**src/rtl/core/config_text_tokenizer_defines.svh**
```systemverilog
// Assertion macros shared by the tokenizer RTL.
`ifndef CONFIG_TEXT_TOKENIZER_DEFINES_SVH
`define CONFIG_TEXT_TOKENIZER_DEFINES_SVH

`ifndef ASSERT_OFF
// Property must hold at every clock edge outside reset.
`define CTT_ASSERT(name, clk, rst_n, prop) \
    name: assert property (@(posedge clk) disable iff (!rst_n) (prop)) \
        else $error("tokenizer assertion failed");
// Condition must never be true outside reset.
`define CTT_ASSERT_NEVER(name, clk, rst_n, cond) \
    name: assert property (@(posedge clk) disable iff (!rst_n) !(cond)) \
        else $error("tokenizer forbidden condition seen");
`else
`define CTT_ASSERT(name, clk, rst_n, prop)
`define CTT_ASSERT_NEVER(name, clk, rst_n, cond)
`endif

`endif

```
**src/rtl/core/cfgtok_pkg.sv**
```systemverilog
// Shared types, token kinds, character constants and byte classifiers.
package cfgtok_pkg;

    localparam logic [3:0] KIND_LPAREN   = 4'd0;
    localparam logic [3:0] KIND_RPAREN   = 4'd1;
    localparam logic [3:0] KIND_LBRACE   = 4'd2;
    localparam logic [3:0] KIND_RBRACE   = 4'd3;
    localparam logic [3:0] KIND_LBRACKET = 4'd4;
    localparam logic [3:0] KIND_RBRACKET = 4'd5;
    localparam logic [3:0] KIND_COMMA    = 4'd6;
    localparam logic [3:0] KIND_COLON    = 4'd7;
    localparam logic [3:0] KIND_SEMI     = 4'd8;
    localparam logic [3:0] KIND_STRING   = 4'd9;
    localparam logic [3:0] KIND_IDENT    = 4'd10;
    localparam logic [3:0] KIND_END      = 4'd11;

    localparam logic [7:0] CH_NUL      = 8'h00;
    localparam logic [7:0] CH_NL       = 8'h0A;
    localparam logic [7:0] CH_QUOTE    = 8'h22;
    localparam logic [7:0] CH_LPAREN   = 8'h28;
    localparam logic [7:0] CH_RPAREN   = 8'h29;
    localparam logic [7:0] CH_COMMA    = 8'h2C;
    localparam logic [7:0] CH_DASH     = 8'h2D;
    localparam logic [7:0] CH_DOT      = 8'h2E;
    localparam logic [7:0] CH_SLASH    = 8'h2F;
    localparam logic [7:0] CH_COLON    = 8'h3A;
    localparam logic [7:0] CH_SEMI     = 8'h3B;
    localparam logic [7:0] CH_LBRACKET = 8'h5B;
    localparam logic [7:0] CH_BSLASH   = 8'h5C;
    localparam logic [7:0] CH_RBRACKET = 8'h5D;
    localparam logic [7:0] CH_UNDER    = 8'h5F;
    localparam logic [7:0] CH_LBRACE   = 8'h7B;
    localparam logic [7:0] CH_RBRACE   = 8'h7D;

    // One output word.
    typedef struct packed {
        logic [3:0] kind;
        logic [7:0] ch;
        logic       txt;
        logic       tend;
        logic       ab;
    } t_result;

    // All words caused by one input byte; cnt is 1..3 when queued.
    typedef struct packed {
        t_result [2:0] res;
        logic    [1:0] cnt;
    } t_group;

    function automatic logic is_alnum(input logic [7:0] b);
        return b inside {[8'h41:8'h5A], [8'h61:8'h7A], [8'h30:8'h39]};
    endfunction

    function automatic logic is_ident_char(input logic [7:0] b);
        return is_alnum(b) || (b inside {CH_UNDER, CH_DOT, CH_DASH});
    endfunction

    function automatic logic is_punct(input logic [7:0] b);
        return b inside {CH_LPAREN, CH_RPAREN, CH_LBRACE, CH_RBRACE, CH_LBRACKET,
                         CH_RBRACKET, CH_COMMA, CH_COLON, CH_SEMI};
    endfunction

    function automatic logic [3:0] punct_kind(input logic [7:0] b);
        logic [3:0] k;
        case (b)
            CH_LPAREN:   k = KIND_LPAREN;
            CH_RPAREN:   k = KIND_RPAREN;
            CH_LBRACE:   k = KIND_LBRACE;
            CH_RBRACE:   k = KIND_RBRACE;
            CH_LBRACKET: k = KIND_LBRACKET;
            CH_RBRACKET: k = KIND_RBRACKET;
            CH_COMMA:    k = KIND_COMMA;
            CH_COLON:    k = KIND_COLON;
            CH_SEMI:     k = KIND_SEMI;
            default:     k = KIND_END;
        endcase
        return k;
    endfunction

    function automatic t_result mk_res(input logic [3:0] kind, input logic [7:0] ch,
                                       input logic txt, input logic tend, input logic ab);
        t_result r;
        r.kind = kind;
        r.ch   = ch;
        r.txt  = txt;
        r.tend = tend;
        r.ab   = ab;
        return r;
    endfunction

endpackage

```
**src/rtl/core/cfgtok_front.sv**
```systemverilog
// Front end: scan state machine that turns each accepted byte into a word group.
module cfgtok_front (
    input  logic                  i_clk,
    input  logic                  i_rst_n,
    input  logic                  i_accept,
    input  logic [7:0]            i_byte,
    input  logic                  i_final,
    output logic                  o_wr,
    output cfgtok_pkg::t_group    o_grp
);
    import cfgtok_pkg::*;

    typedef enum logic [6:0] {
        PH_SKIP    = 7'b0000001,
        PH_SLASH   = 7'b0000010,
        PH_COMMENT = 7'b0000100,
        PH_STRING  = 7'b0001000,
        PH_ESCAPE  = 7'b0010000,
        PH_IDENT   = 7'b0100000,
        PH_DRAIN   = 7'b1000000
    } t_phase;

    t_phase r_phase, n_phase;
    t_group grp;
    logic   do_between;

    function automatic logic tok_open(input t_phase ph);
        return (ph == PH_STRING) || (ph == PH_ESCAPE) || (ph == PH_IDENT);
    endfunction

    always_comb begin
        grp        = '0;
        n_phase    = r_phase;
        do_between = 1'b0;
        if (r_phase == PH_DRAIN) begin
            // rest of text after an early zero byte is dropped
            n_phase = i_final ? PH_SKIP : PH_DRAIN;
        end else if (i_byte == CH_NUL) begin
            grp.res[grp.cnt] = mk_res(KIND_END, 8'h00, 1'b0, 1'b1, tok_open(r_phase));
            grp.cnt          = grp.cnt + 2'd1;
            n_phase          = i_final ? PH_SKIP : PH_DRAIN;
        end else begin
            case (r_phase)
                PH_COMMENT: begin
                    if (i_byte == CH_NL) n_phase = PH_SKIP;
                end
                PH_STRING: begin
                    if (i_byte == CH_QUOTE) begin
                        grp.res[grp.cnt] = mk_res(KIND_STRING, 8'h00, 1'b0, 1'b1, 1'b0);
                        grp.cnt          = grp.cnt + 2'd1;
                        n_phase          = PH_SKIP;
                    end else if (i_byte == CH_BSLASH) begin
                        n_phase = PH_ESCAPE;
                    end else if (i_byte != CH_NL) begin
                        grp.res[grp.cnt] = mk_res(KIND_STRING, i_byte, 1'b1, 1'b0, 1'b0);
                        grp.cnt          = grp.cnt + 2'd1;
                    end
                end
                PH_ESCAPE: begin
                    if (i_byte != CH_NL) begin
                        grp.res[grp.cnt] = mk_res(KIND_STRING, i_byte, 1'b1, 1'b0, 1'b0);
                        grp.cnt          = grp.cnt + 2'd1;
                    end
                    n_phase = PH_STRING;
                end
                PH_IDENT: begin
                    if (is_ident_char(i_byte)) begin
                        grp.res[grp.cnt] = mk_res(KIND_IDENT, i_byte, 1'b1, 1'b0, 1'b0);
                        grp.cnt          = grp.cnt + 2'd1;
                    end else begin
                        // terminator is rescanned as a between-token byte
                        grp.res[grp.cnt] = mk_res(KIND_IDENT, 8'h00, 1'b0, 1'b1, 1'b0);
                        grp.cnt          = grp.cnt + 2'd1;
                        do_between       = 1'b1;
                    end
                end
                PH_SLASH: begin
                    if (i_byte == CH_SLASH) n_phase = PH_COMMENT;
                    else                    do_between = 1'b1;
                end
                default: do_between = 1'b1;
            endcase

            if (do_between) begin
                n_phase = PH_SKIP;
                if (i_byte == CH_SLASH) begin
                    n_phase = PH_SLASH;
                end else if (is_punct(i_byte)) begin
                    grp.res[grp.cnt] = mk_res(punct_kind(i_byte), 8'h00, 1'b0, 1'b1, 1'b0);
                    grp.cnt          = grp.cnt + 2'd1;
                end else if (i_byte == CH_QUOTE) begin
                    n_phase = PH_STRING;
                end else if (is_alnum(i_byte)) begin
                    n_phase          = PH_IDENT;
                    grp.res[grp.cnt] = mk_res(KIND_IDENT, i_byte, 1'b1, 1'b0, 1'b0);
                    grp.cnt          = grp.cnt + 2'd1;
                end
            end

            if (i_final) begin
                grp.res[grp.cnt] = mk_res(KIND_END, 8'h00, 1'b0, 1'b1, tok_open(n_phase));
                grp.cnt          = grp.cnt + 2'd1;
                n_phase          = PH_SKIP;
            end
        end
    end

    always_ff @(posedge i_clk) begin
        if (!i_rst_n) begin
            r_phase <= PH_SKIP;
        end else if (i_accept) begin
            r_phase <= n_phase;
        end
    end

    assign o_grp = grp;
    assign o_wr  = i_accept && (grp.cnt != 2'd0);

endmodule

```
**src/rtl/core/cfgtok_queue.sv**
```systemverilog
// Group queue between the front and back ends (flop array, one write and one read).
`include "config_text_tokenizer_defines.svh"
module cfgtok_queue #(
    parameter int DEPTH = 4
) (
    input  logic                  i_clk,
    input  logic                  i_rst_n,
    input  logic                  i_wr,
    input  cfgtok_pkg::t_group    i_data,
    input  logic                  i_rd,
    output cfgtok_pkg::t_group    o_data,
    output logic                  o_full,
    output logic                  o_empty
);
    import cfgtok_pkg::*;

    localparam int IW = (DEPTH > 1) ? $clog2(DEPTH) : 1;
    localparam int CW = $clog2(DEPTH + 1);

    t_group          r_mem [DEPTH];
    logic [IW-1:0]   r_wr_ptr, r_rd_ptr;
    logic [CW-1:0]   r_count, n_count;

    function automatic logic [IW-1:0] ptr_inc(input logic [IW-1:0] p);
        return (p == IW'(DEPTH - 1)) ? '0 : IW'(p + 1'b1);
    endfunction

    always_comb begin
        n_count = r_count;
        if (i_wr && !i_rd)      n_count = CW'(r_count + 1'b1);
        else if (!i_wr && i_rd) n_count = CW'(r_count - 1'b1);
    end

    always_ff @(posedge i_clk) begin
        if (!i_rst_n) begin
            r_wr_ptr <= '0;
            r_rd_ptr <= '0;
            r_count  <= '0;
        end else begin
            if (i_wr) r_wr_ptr <= ptr_inc(r_wr_ptr);
            if (i_rd) r_rd_ptr <= ptr_inc(r_rd_ptr);
            r_count <= n_count;
        end
    end

    always_ff @(posedge i_clk) begin
        if (i_wr) r_mem[r_wr_ptr] <= i_data;
    end

    assign o_data  = r_mem[r_rd_ptr];
    assign o_full  = (r_count == CW'(DEPTH));
    assign o_empty = (r_count == '0);

    `CTT_ASSERT_NEVER(a_no_wr_full, i_clk, i_rst_n, i_wr && o_full)
    `CTT_ASSERT_NEVER(a_no_rd_empty, i_clk, i_rst_n, i_rd && o_empty)
    `CTT_ASSERT(a_count_up, i_clk, i_rst_n, (i_wr && !i_rd) |=> r_count == CW'($past(r_count) + 1'b1))

endmodule

```
**src/rtl/core/cfgtok_back.sv**
```systemverilog
// Back end: unpacks word groups and presents one word at a time to the consumer.
`include "config_text_tokenizer_defines.svh"
module cfgtok_back (
    input  logic                  i_clk,
    input  logic                  i_rst_n,
    input  cfgtok_pkg::t_group    i_grp,
    input  logic                  i_q_empty,
    output logic                  o_q_rd,
    input  logic                  i_pop,
    output logic                  o_empty,
    output logic [3:0]            o_token_kind,
    output logic [7:0]            o_text_byte_out,
    output logic                  o_has_text,
    output logic                  o_token_end,
    output logic                  o_abandoned,
    output logic                  o_last_result
);
    import cfgtok_pkg::*;

    t_group     r_grp;
    logic       r_valid;
    logic [1:0] r_idx;
    logic       at_last;
    logic       advance;
    t_result    cur;

    assign at_last = (r_idx == 2'(r_grp.cnt - 2'd1));
    // take the next group when idle or when the last word of this one leaves
    assign advance = !r_valid || (i_pop && at_last);
    assign o_q_rd  = advance && !i_q_empty;

    always_ff @(posedge i_clk) begin
        if (!i_rst_n) begin
            r_valid <= 1'b0;
            r_idx   <= '0;
        end else if (advance) begin
            r_valid <= !i_q_empty;
            r_idx   <= '0;
        end else if (i_pop) begin
            r_idx <= r_idx + 2'd1;
        end
    end

    always_ff @(posedge i_clk) begin
        if (o_q_rd) r_grp <= i_grp;
    end

    assign cur             = r_grp.res[r_idx];
    assign o_empty         = !r_valid;
    assign o_token_kind    = cur.kind;
    assign o_text_byte_out = cur.ch;
    assign o_has_text      = cur.txt;
    assign o_token_end     = cur.tend;
    assign o_abandoned     = cur.ab;
    assign o_last_result   = at_last;

    `CTT_ASSERT(a_grp_nonempty, i_clk, i_rst_n, r_valid |-> r_grp.cnt != 2'd0)
    `CTT_ASSERT(a_idx_in_grp, i_clk, i_rst_n, r_valid |-> r_idx < r_grp.cnt)
    `CTT_ASSERT(a_hold_stall, i_clk, i_rst_n, (r_valid && !i_pop) |=> r_valid && $stable(r_idx))

endmodule

```
**src/rtl/core/config_text_tokenizer.sv**
```systemverilog
// Streaming tokenizer for configuration text with line comments.
//
// Input channel: one text byte per word with a final-byte flag; a word is
// taken on a clock edge with push high and full low. Result channel: token
// words with kind, optional text character and end/abandon/last flags; the
// oldest word is shown while empty is low and leaves on an edge with pop high.
// A byte's word group is registered in the queue, then in the output stage,
// before its first word shows. Throughput: one byte per cycle into the scanner
// while full is low. Each byte yields zero to three words; the output side
// delivers one word per cycle while pop is high. A queue of QUEUE_DEPTH word
// groups sits between scanner and output; full rises only when it fills.
// Reset (synchronous, active low) puts the scanner between tokens and
// empties the queue and output stage. While pop stays low, the shown word
// holds and bytes keep flowing until the queue fills.
module config_text_tokenizer #(
    parameter int QUEUE_DEPTH = 4
) (
    input  logic       i_clk,
    input  logic       i_rst_n,
    input  logic       push,
    output logic       full,
    input  logic [7:0] i_text_byte_in,
    input  logic       i_final_byte,
    output logic       empty,
    input  logic       pop,
    output logic [3:0] o_token_kind,
    output logic [7:0] o_text_byte_out,
    output logic       o_has_text,
    output logic       o_token_end,
    output logic       o_abandoned,
    output logic       o_last_result
);
    import cfgtok_pkg::*;

    logic   accept;
    logic   q_wr, q_rd, q_full, q_empty;
    t_group f_grp, q_grp;

    assign accept = push && !q_full;
    assign full   = q_full;

    cfgtok_front u_front (
        .i_clk    (i_clk),
        .i_rst_n  (i_rst_n),
        .i_accept (accept),
        .i_byte   (i_text_byte_in),
        .i_final  (i_final_byte),
        .o_wr     (q_wr),
        .o_grp    (f_grp)
    );

    cfgtok_queue #(
        .DEPTH (QUEUE_DEPTH)
    ) u_queue (
        .i_clk   (i_clk),
        .i_rst_n (i_rst_n),
        .i_wr    (q_wr),
        .i_data  (f_grp),
        .i_rd    (q_rd),
        .o_data  (q_grp),
        .o_full  (q_full),
        .o_empty (q_empty)
    );

    cfgtok_back u_back (
        .i_clk           (i_clk),
        .i_rst_n         (i_rst_n),
        .i_grp           (q_grp),
        .i_q_empty       (q_empty),
        .o_q_rd          (q_rd),
        .i_pop           (pop),
        .o_empty         (empty),
        .o_token_kind    (o_token_kind),
        .o_text_byte_out (o_text_byte_out),
        .o_has_text      (o_has_text),
        .o_token_end     (o_token_end),
        .o_abandoned     (o_abandoned),
        .o_last_result   (o_last_result)
    );

endmodule

```
**config.mk**
```make
export PLATFORM = sky130hd
export DESIGN_NAME = config_text_tokenizer
export DESIGN_NICKNAME = d
export VERILOG_FILES = /design/src/rtl/core/cfgtok_pkg.sv /design/src/rtl/core/cfgtok_front.sv /design/src/rtl/core/cfgtok_queue.sv /design/src/rtl/core/cfgtok_back.sv /design/src/rtl/core/config_text_tokenizer.sv
export VERILOG_INCLUDE_DIRS = /design/src /design/src/rtl/core
export SDC_FILE = /design/constraint.sdc
export NUM_CORES = 1
export LEC_CHECK = 0
export BUFFER_PORTS_ARGS = -buffer_cell sky130_fd_sc_hd__buf_2
export CAP_MARGIN = 20
export CORE_UTILIZATION = 56
export CTS_BUF_LIST = sky130_fd_sc_hd__clkbuf_16
export CTS_CLUSTER_SIZE = 14
export DETAILED_ROUTE_END_ITERATION = 8
export PLACE_DENSITY = 0.76
export SYNTH_ARGS = -nofsm -noshare
export SYNTH_HDL_FRONTEND = slang
export SYNTH_SLANG_ARGS = --single-unit
```
**constraint.sdc**
```tcl
create_clock -name i_clk -period 5.2 [get_ports i_clk]
set_input_delay 0 -clock i_clk [delete_from_list [all_inputs] [get_ports i_clk]]
set_output_delay 0 -clock i_clk [all_outputs]
set_load 0.05 [all_outputs]
```
==> results of run 1 <==
## area by class of cell
class / instances / area share (%)
timing repair buffer: 49 / 3.660
tap: 184 / 2.405
clock buffer: 17 / 4.444
multi-input combinational: 348 / 29.24
clock inverter: 15 / 2.771
sequential: 187 / 56.89
inverter: 15 / 0.5882
## final timing paths
| path | to | cells after the start |
|---|---|---|
| worst max-delay path | u_queue.r_count[2] | 19 |
| worst max register to register | u_queue.r_count[2] | 19 |
| worst min-delay path | u_front.r_phase[0] | 3 |
| worst min register to register | u_queue.r_wr_ptr[1] | 2 |
## worst max-delay path: stages, from the launching register on
cell	delay, ns
dfxtp_1	0.38
or4_4	0.59
nor4b_2	0.30
a22oi_1	0.18
nand2_1	0.13
ha_1	0.22
nand3b_1	0.15
o32a_1	0.32
o211a_4	0.17
ha_1	0.29
nand2b_1	0.14
a21oi_1	0.23
nor2_1	0.11
a211oi_4	0.29
ha_1	0.22
inv_1	0.06
fa_1	0.37
xor2_1	0.18
or3_1	0.32
a21boi_0	0.16
## metrics by stage
step	setup WS (ns)	cells	instance area, um2
2_1_floorplan	0.2912	580	8446
3_3_place_gp	0.2772	780	8842
3_5_place_dp	0.1445	780	8842
4_1_cts	0.1033	815	9563
5_1_grt	0.04514	815	9573
6_report	0.3030	815	9573
## report_power, final
part / switching, mW / total (mW) / leakage, nW / internal, mW
clock: 0.544 / 1.50 / 0.342 / 0.952
sequential: 0.0903 / 2.06 / 1.74 / 1.97
combinational: 0.763 / 1.16 / 1.25 / 0.396
total: 1.40 / 4.71 / 3.33 / 3.31
## cells by family (layout without fill, tap and decap cells)
kind of cell    after synthesis  after routing  share of synthesized area, %
flops                       187            187                         65.39
other cells                   1             32                       0.04504
compound gates               83             83                         6.957
xor+xnor                      9              9                         1.172
simple gates                159            159                         10.46
fa+ha+maj                    12             12                         1.893
mux                          53             53                         11.48
buf+inv                      45             96                         2.599
## routing by layer
metal  routed length, um  vias to the layer above  track usage [%]
met5                   0                        -                0
met4                 255                        0            8.259
met3                 773                       24            4.991
met2                9073                      125            41.01
met1                6991                     2447            30.59
li1                    -                     2233                -
## registers in the layout (all words and copies together) (netlist names)
signal            flops
u_front.r_phase       7
u_back.r_idx          2
u_queue.r_mem       136
u_queue.r_count       3
u_back.r_grp         34
u_queue.r_rd_ptr      2
u_queue.r_wr_ptr      2
u_back.r_valid        1
## synthesized netlist by cell type, types with 2 or more instances
master    number  area [um2]
buf_6          5       56.30
o21ai_0       22       110.1
nor2_1        33       123.9
inv_1         15       56.30
nand4_1        3       18.77
or3_1          4       25.02
and2b_2        2       17.52
nor3_1         8       40.04
o211ai_1       4       30.03
clkbuf_1      20       75.07
a21boi_0       3       22.52
nor4b_1        3       26.28
o22ai_1        3       18.77
a21oi_1       22       110.1
mux2i_1       19       190.2
nand2b_1       8       50.05
a41oi_1        2       17.52
or3b_2         2       17.52
nor4_1         6       37.54
buf_2          2       10.01
a211oi_1       3       22.52
mux4_2        34       765.7
buf_4          2       15.01
a21o_1         3       22.52
nand3b_1       2       15.01
nand3_1        7       35.03
dfxtp_1       17       340.3
xnor2_1        3       26.28
a22oi_1        3       22.52
edfxtp_1     170        5105
and3_1         5       31.28
and4b_1        2       20.02
nor2b_1       12       75.07
nand2_1       36       135.1
or4_1          3       22.52
and2_1        15       93.84
ha_1          11       137.6
a31oi_1        3       18.77
xor2_1         5       43.79
## timing repair
item | in CTS | in global routing
hold endpoints to repair | 17 | 0
hold buffers | 3 | 0
setup endpoints to repair | 0 | 1
gates resized for setup | 0 | 2
==> impl_metrics.toml, run 1 <==
[setup_path]
crit_arrival_ns = 5.25
cp-startpoint = "u_front.r_phase[1]"
reg2reg_slack_ns = 0.30
end_kind = "flip-flop"
r2r_start = "u_front.r_phase[1]"
crit_fanout = 8
crit_type = "reg -> reg"
required_ns = 5.55
startpoint_type = "flip-flop"

[synthesis]
syn-cell-area_um2 = 8327
synth_edf_count = 170
syn_inst = 549
ys_seq_area_share_pct = 65.39
yosysWarnings = 0
ys.flop_type = "edfxtp_1"
async_reset_ff_share_pct = 0
ys_types = 66
synth-seq-cells = 187
avgSynthCellArea_um2 = 15.17

[die]
dieWidth_um = 123.9
die_area_um2 = 15360
die_h_um = 123.9
initial_core_util_pct = 57.29
ios = 31
design.core.area_um2 = 14530
rows = 44

[global_routing]
gr-total-overflow = 0
grtUsageTotal_pct = 24.04
antenna_found_initial = 0
grt_pass1_wl_um = 26110
grt_max_degree = 38
grt_pass1_vias = 4767

[clock_network]
path_clk_slew_ns = 0.07
tritoncts = "yes"
clock_path_buffers = 2
clock_latency_ns = 0.43
htree_num_levels = 4
cts_setup_buffers = 0
cts_made_buffers = 17
cts-root-buf = "clkbuf_16"
numClockSinks = 187

[sta]
drv_slew = 0
maxSlewHeadroom_pct = 47.99
tightestPinTransition_ns = 0.7787
whs_ns = 0.1024
final.min_clock_period_ns = 4.897
fmax_mhz = 204.2
hold_viol = 0
setup_violations = 0
rsz0062_at_grt = "false"
skew_ns = 0.009293
fin_setup_tns_ns = 0
fin_crit_sh_pct = 94.17

[route]
drt_wl_total_um = 17090
vias = 4829
wl_per_cell_um = 20.97
antenna_left = 0
dr.pass1.iters = 4
dr.first_iter.drc_count = 318
routed_via_density = 5.925
drc = 0

[placement]
io_buffers = 30
gp_congestion = 0.8905
dpl.hpwl_um = 10990

[final_layout]
final_cell_mix = "edfxtp_1 (170), nand2_1 (36), mux4_2 (34), nor2_1 (32), conb_1 (32)"
fill_cells = 1042
final_core_util_pct = 65.87
seq_area_um2 = 5446
multiInputGateArea_um2 = 2799
diodes = 0
num-nets-final = 643
drive_above_1_share_pct = 20.44
final_common_cell = "edfxtp_1"
syn_to_final_growth_pct = 14.97

[power_and_ir_drop]
p_leak_nw = 3.333
ir_worst_vdd_uv = 335.1
power_density_nw_per_um2 = 492.0
p_total_mw = 4.710

[worst_hold_path]
hp-class = "in -> reg"
worstHoldStart = "i_final_byte"

[flow_run]
drv_cap = 0

[status]
outcome = "complete, no violations"
Power figures use the tool's default switching activity.
==> inputs of run 2 (changes only) <==
- CORE_MARGIN: default -> 10
- CORE_UTILIZATION: 56 -> 45
- PLACE_DENSITY: 0.76 -> default
==> impl_metrics.toml, run 2 (synthesized netlist as in run 1, its figures left out) <==
[route]
drt_wl_total_um = 17160
dr.pass1.iters = 5
routed_via_density = 5.551
antenna_left = 0
dr.first_iter.drc_count = 332
drc = 0
wl_per_cell_um = 20.04
vias = 4752

[setup_path]
crit_type = "reg -> reg"
crit_arrival_ns = 5.22
critPathMaxStageDelay_ns = 0.59
crit_chain = "or4_4 > or4_4 > nand2_1 > ha_1 > nand3b_1 > o32a_1 > o211a_4 > ha_1 > nand2b_1 > a21oi_2 > nor2_1 > a211oi_4 > ha_1 > inv_1 > fa_1 > xor2_1 > or3_1 > a21boi_0"
startpoint_type = "flip-flop"
path_depth = 18
required_ns = 5.55
cp_slowest_cell = "or4_4"
end_kind = "flip-flop"
path_delay_family = "simple AND/OR/NAND/NOR gates"
reg2reg_slack_ns = 0.34
path_buf_inv = 1
ff2ff_path_depth = 18
cp_common_cell = "ha_1"
crit_fanout = 8

[final_layout]
largest_reg_flops = 136
num-nets-final = 640
drive_above_1_share_pct = 20.57
diodes = 0
final_common_cell = "edfxtp_1"
fill_cells = 1488
final_core_util_pct = 52.90
top_register = "u_queue.r_mem"
finalInstanceArea_um2 = 9568
final_cell_mix = "edfxtp_1 (170), nand2_1 (36), mux4_2 (34), nor2_1 (32), conb_1 (32)"
reg_top3 = "u_queue.r_mem (136), u_back.r_grp (34), u_front.r_phase (7)"
syn_to_final_growth_pct = 14.91

[clock_network]
clock_latency_ns = 0.43
cts_setup_buffers = 0
clock_path_buffers = 2
cts_made_buffers = 17
numClockSinks = 187
cts-root-buf = "clkbuf_16"
tritoncts = "yes"
htree_num_levels = 4
path_clk_slew_ns = 0.07

[worst_hold_path]
hp-class = "in -> reg"
whs_path_depth = 3

[die]
initial_core_util_pct = 46.04
die_h_um = 156.0
dieWidth_um = 156.0
ios = 31
rows = 49
die_area_um2 = 24350
design.core.area_um2 = 18090

[placement]
dpl_cell_area_um2 = 8876
io_buffers = 30
dpl.hpwl_um = 11180
gp_congestion = 0.8831
dp_slack_ns = 0.09603

[sta]
maxSlewHeadroom_pct = 43.70
drv_slew = 0
setup_slack_ns = 0.3382
fin_setup_tns_ns = 0
fmax_mhz = 205.7
hold_viol = 0
final.min_clock_period_ns = 4.862
rsz0062_at_grt = "false"
fin_crit_sh_pct = 93.50
skew_ns = 0.01202
tightestPinTransition_ns = 0.8328
setup_violations = 0

[power_and_ir_drop]
p_leak_nw = 3.284
power_density_nw_per_um2 = 479.1
ir_worst_vdd_uv = 237.6
p_total_mw = 4.584

[global_routing]
antenna_found_initial = 0
grt_pass1_vias = 4937
grt_max_degree = 38
grt_pass1_wl_um = 27660
gr-total-overflow = 0
grtUsageTotal_pct = 14.93

[status]
outcome = "complete, no violations"

[flow_run]
drv_cap = 0
==> run 2: routing by layer <==
layer / wire length (um) / global-route usage [%]
met5: 0 / 0
met1: 7696 / 19.04
met4: 172 / 4.586
met2: 8691 / 24.92
met3: 595 / 3.281
==> run 2: worst paths after layout <==
check	end	startpoint
worst min-delay path	u_front.r_phase[0]	i_final_byte
worst max register to register	u_queue.r_count[2]	u_front.r_phase[1]
worst max-delay path	u_queue.r_count[2]	u_front.r_phase[1]
worst min register to register	u_queue.r_wr_ptr[1]	u_queue.r_wr_ptr[1]
==> run 2: through the flow <==
step	instances	hold slack, ns
finish	856	0.06962
global placement	822	0.2783
global route	856	0.1013
floorplan	580	0.1368
detailed placement	822	0.2801
CTS	856	0.06653
==> run 2: where the power goes <==
group          switching, mW  internal [mW]
combinational          0.767          0.393
sequential            0.0813           1.96
clock                  0.563          0.815
total                   1.41           3.17
==> run 2: repair_timing <==
| item | 4_1_cts | 5_1_grt |
|---|---|---|
| setup endpoints to repair | 0 | 1 |
| hold endpoints to repair | 17 | 0 |
| hold buffers | 3 | 0 |
| resized for setup | 0 | 5 |
==> run 2: layout make-up <==
type / instances / area, um2 / share of cell area (%)
clock buffers: 17 / 425.4 / 4.446
clock inverters: 14 / 212.7 / 2.223
inverters: 15 / 56.30 / 0.5885
multi-input cells: 348 / 2811 / 29.38
flip-flops and latches: 187 / 5448 / 56.94
well taps: 229 / 286.5 / 2.995
repair buffers: 46 / 327.8 / 3.426
==> run 2: worst reg2reg max path, cell delays in order, from the launching register on <==
cell and delay [ns]:
dfxtp_1 0.37, or4_4 0.59, or4_4 0.49, nand2_1 0.11, ha_1 0.23, nand3b_1 0.16, o32a_1 0.32, o211a_4 0.17
ha_1 0.28, nand2b_1 0.15, a21oi_2 0.20, nor2_1 0.10, a211oi_4 0.29, ha_1 0.22, inv_1 0.06, fa_1 0.37
xor2_1 0.17, or3_1 0.31, a21boi_0 0.19
==> inputs of run 3 (changes only) <==
- REMOVE_ABC_BUFFERS: default -> 1
==> impl_metrics.toml, run 3 (synthesized netlist as in run 1, its figures left out) <==
[sta]
skew_ns = 0.008921
hold_viol = 0
drv_slew = 0
fmax_mhz = 206.4
maxSlewHeadroom_pct = 38.26
tightestPinTransition_ns = 0.9206
fin_crit_sh_pct = 93.19
final.min_clock_period_ns = 4.846
setup_violations = 0
setup_slack_ns = 0.3540
rsz0062_at_grt = "false"
fin_setup_tns_ns = 0

[die]
design.core.area_um2 = 18090
dieWidth_um = 156.0
initial_core_util_pct = 46.04
die_area_um2 = 24350
die_h_um = 156.0
ios = 31
rows = 49

[final_layout]
drive_above_1_share_pct = 20.16
final_core_util_pct = 52.41
reg_top3 = "u_queue.r_mem (136), u_back.r_grp (34), u_front.r_phase (7)"
final_common_cell = "edfxtp_1"
finalInstanceArea_um2 = 9479
final_cell_mix = "edfxtp_1 (170), nand2_1 (36), mux4_2 (34), nor2_1 (32), conb_1 (32)"
num-nets-final = 642
syn_to_final_growth_pct = 13.84
top_register = "u_queue.r_mem"
diodes = 0
largest_reg_flops = 136
fill_cells = 1510

[route]
antenna_left = 0
drt_wl_total_um = 17110
vias = 4723
wl_per_cell_um = 19.92
drc = 0
routed_via_density = 5.498
dr.pass1.iters = 4
dr.first_iter.drc_count = 275

[worst_hold_path]
whs_path_depth = 3
whs_endpoint = "u_front.r_phase[0]"
hp-class = "in -> reg"
worstHoldStart = "i_final_byte"

[clock_network]
tritoncts = "yes"
clock_path_buffers = 2
cts_setup_buffers = 0
cts-root-buf = "clkbuf_16"
clock_latency_ns = 0.42
cts_made_buffers = 17
numClockSinks = 187
path_clk_slew_ns = 0.07
htree_num_levels = 4

[global_routing]
grt_max_degree = 37
gr-total-overflow = 0
grt_pass1_vias = 4928
antenna_found_initial = 0
grt_pass1_wl_um = 27500
grtUsageTotal_pct = 14.68

[setup_path]
path_delay_family = "compound AO/OA/AOI/OAI gates"
startpoint_type = "flip-flop"
path_buf_inv = 1
reg2reg_slack_ns = 0.35
required_ns = 5.54
crit_type = "reg -> reg"
ff2ff_path_depth = 17
cp_slowest_cell = "or4_4"
crit_fanout = 8
end_kind = "flip-flop"
crit_chain = "or4_4 > or4_4 > a311oi_4 > a21boi_2 > o32a_1 > o211a_4 > ha_1 > nand2b_1 > a21oi_1 > nor2_1 > a211oi_4 > ha_1 > inv_1 > fa_1 > xor2_1 > or3_1 > a21boi_0"
crit_arrival_ns = 5.19
rr_endpoint = "u_queue.r_count[2]"
critPathMaxStageDelay_ns = 0.59
r2r_start = "u_front.r_phase[1]"

[flow_run]
drv_cap = 0

[placement]
io_buffers = 30
dpl_cell_area_um2 = 8891
dpl.hpwl_um = 10960
gp_congestion = 0.8677
dp_slack_ns = 0.2164

[status]
outcome = "complete, no violations"

[power_and_ir_drop]
ir_worst_vdd_uv = 216.9
p_int_mw = 3.016
power_switching_share_pct = 31.44
power_density_nw_per_um2 = 464.1
power_frac_clock_pct = 27.1
p_leak_nw = 3.252
p_switching_mw = 1.383
comb_power_share_pct = 26.3
pwr-share-seq_pct = 46.6
## run 3: repair_timing
| item | in CTS | in global routing |
|---|---|---|
| setup endpoints to repair | 0 | 1 |
| hold buffers | 3 | 0 |
| resized for setup | 0 | 2 |
| endpoints found under the hold margin | 11 | 0 |
## run 3: worst register-to-register path, cell delays in order (launching register included)
cell      delay (ns)
dfxtp_1         0.37
or4_4           0.59
or4_4           0.49
a311oi_4        0.30
a21boi_2        0.16
o32a_1          0.37
o211a_4         0.18
ha_1            0.29
nand2b_1        0.14
a21oi_1         0.20
nor2_1          0.10
a211oi_4        0.29
ha_1            0.22
inv_1           0.06
fa_1            0.38
xor2_1          0.18
or3_1           0.30
a21boi_0        0.16
## run 3: layout make-up
class	count	area, um2	share of cell area [%]
repair buffers	48	342.8	3.617
clock inverters	15	122.6	1.294
well taps	229	286.5	3.023
inverters	15	56.30	0.5940
flip-flops and latches	187	5446	57.46
multi-input cells	348	2799	29.53
clock buffers	17	425.4	4.488
## run 3: per-layer routing
| metal | vias up | share of wire [%] | global-route usage, % |
|---|---|---|---|
| met1 | 2394 | 46 | 18.80 |
| li1 | 2227 | - | - |
| met3 | 18 | 3.1 | 3.391 |
| met4 | 0 | 1.6 | 4.721 |
| met5 | - | 0 | 0 |
| met2 | 84 | 49 | 24.21 |
## run 3: how the worst max path moves through the flow
stage / startpoint / to / depth (start not counted) / slack (ns)
final: u_front.r_phase[1] / u_queue.r_count[2] / 17 / 0.35
after floorplan: u_back.r_idx[1] / u_queue.r_count[2] / 12 / -0.04
after global placement: u_front.r_phase[1] / u_queue.r_count[2] / 19 / 0.32
after global routing: u_front.r_phase[3] / u_queue.r_count[2] / 18 / 0.03
after detailed placement: u_front.r_phase[1] / u_queue.r_count[2] / 19 / 0.22
after CTS: u_front.r_phase[1] / u_queue.r_count[2] / 19 / 0.17
## run 3: metrics by stage
stage	hold slack [ns]	total power, mW	cells
detailed placement	0.2814	3.263	824
CTS	0.04680	4.462	859
global placement	0.2663	3.235	824
global route	0.09538	4.629	859
floorplan	0.08887	2.924	550
finish	0.06559	4.400	859
## run 3: power by group through the flow
stage	combinational (mW)	sequential, mW	clock [mW]
2_1_floorplan	0.804	2.12	0
3_3_place_gp	1.16	2.07	0
3_5_place_dp	1.18	2.08	0
4_1_cts	1.18	2.05	1.23
5_1_grt	1.27	2.08	1.29
6_report	1.16	2.05	1.19
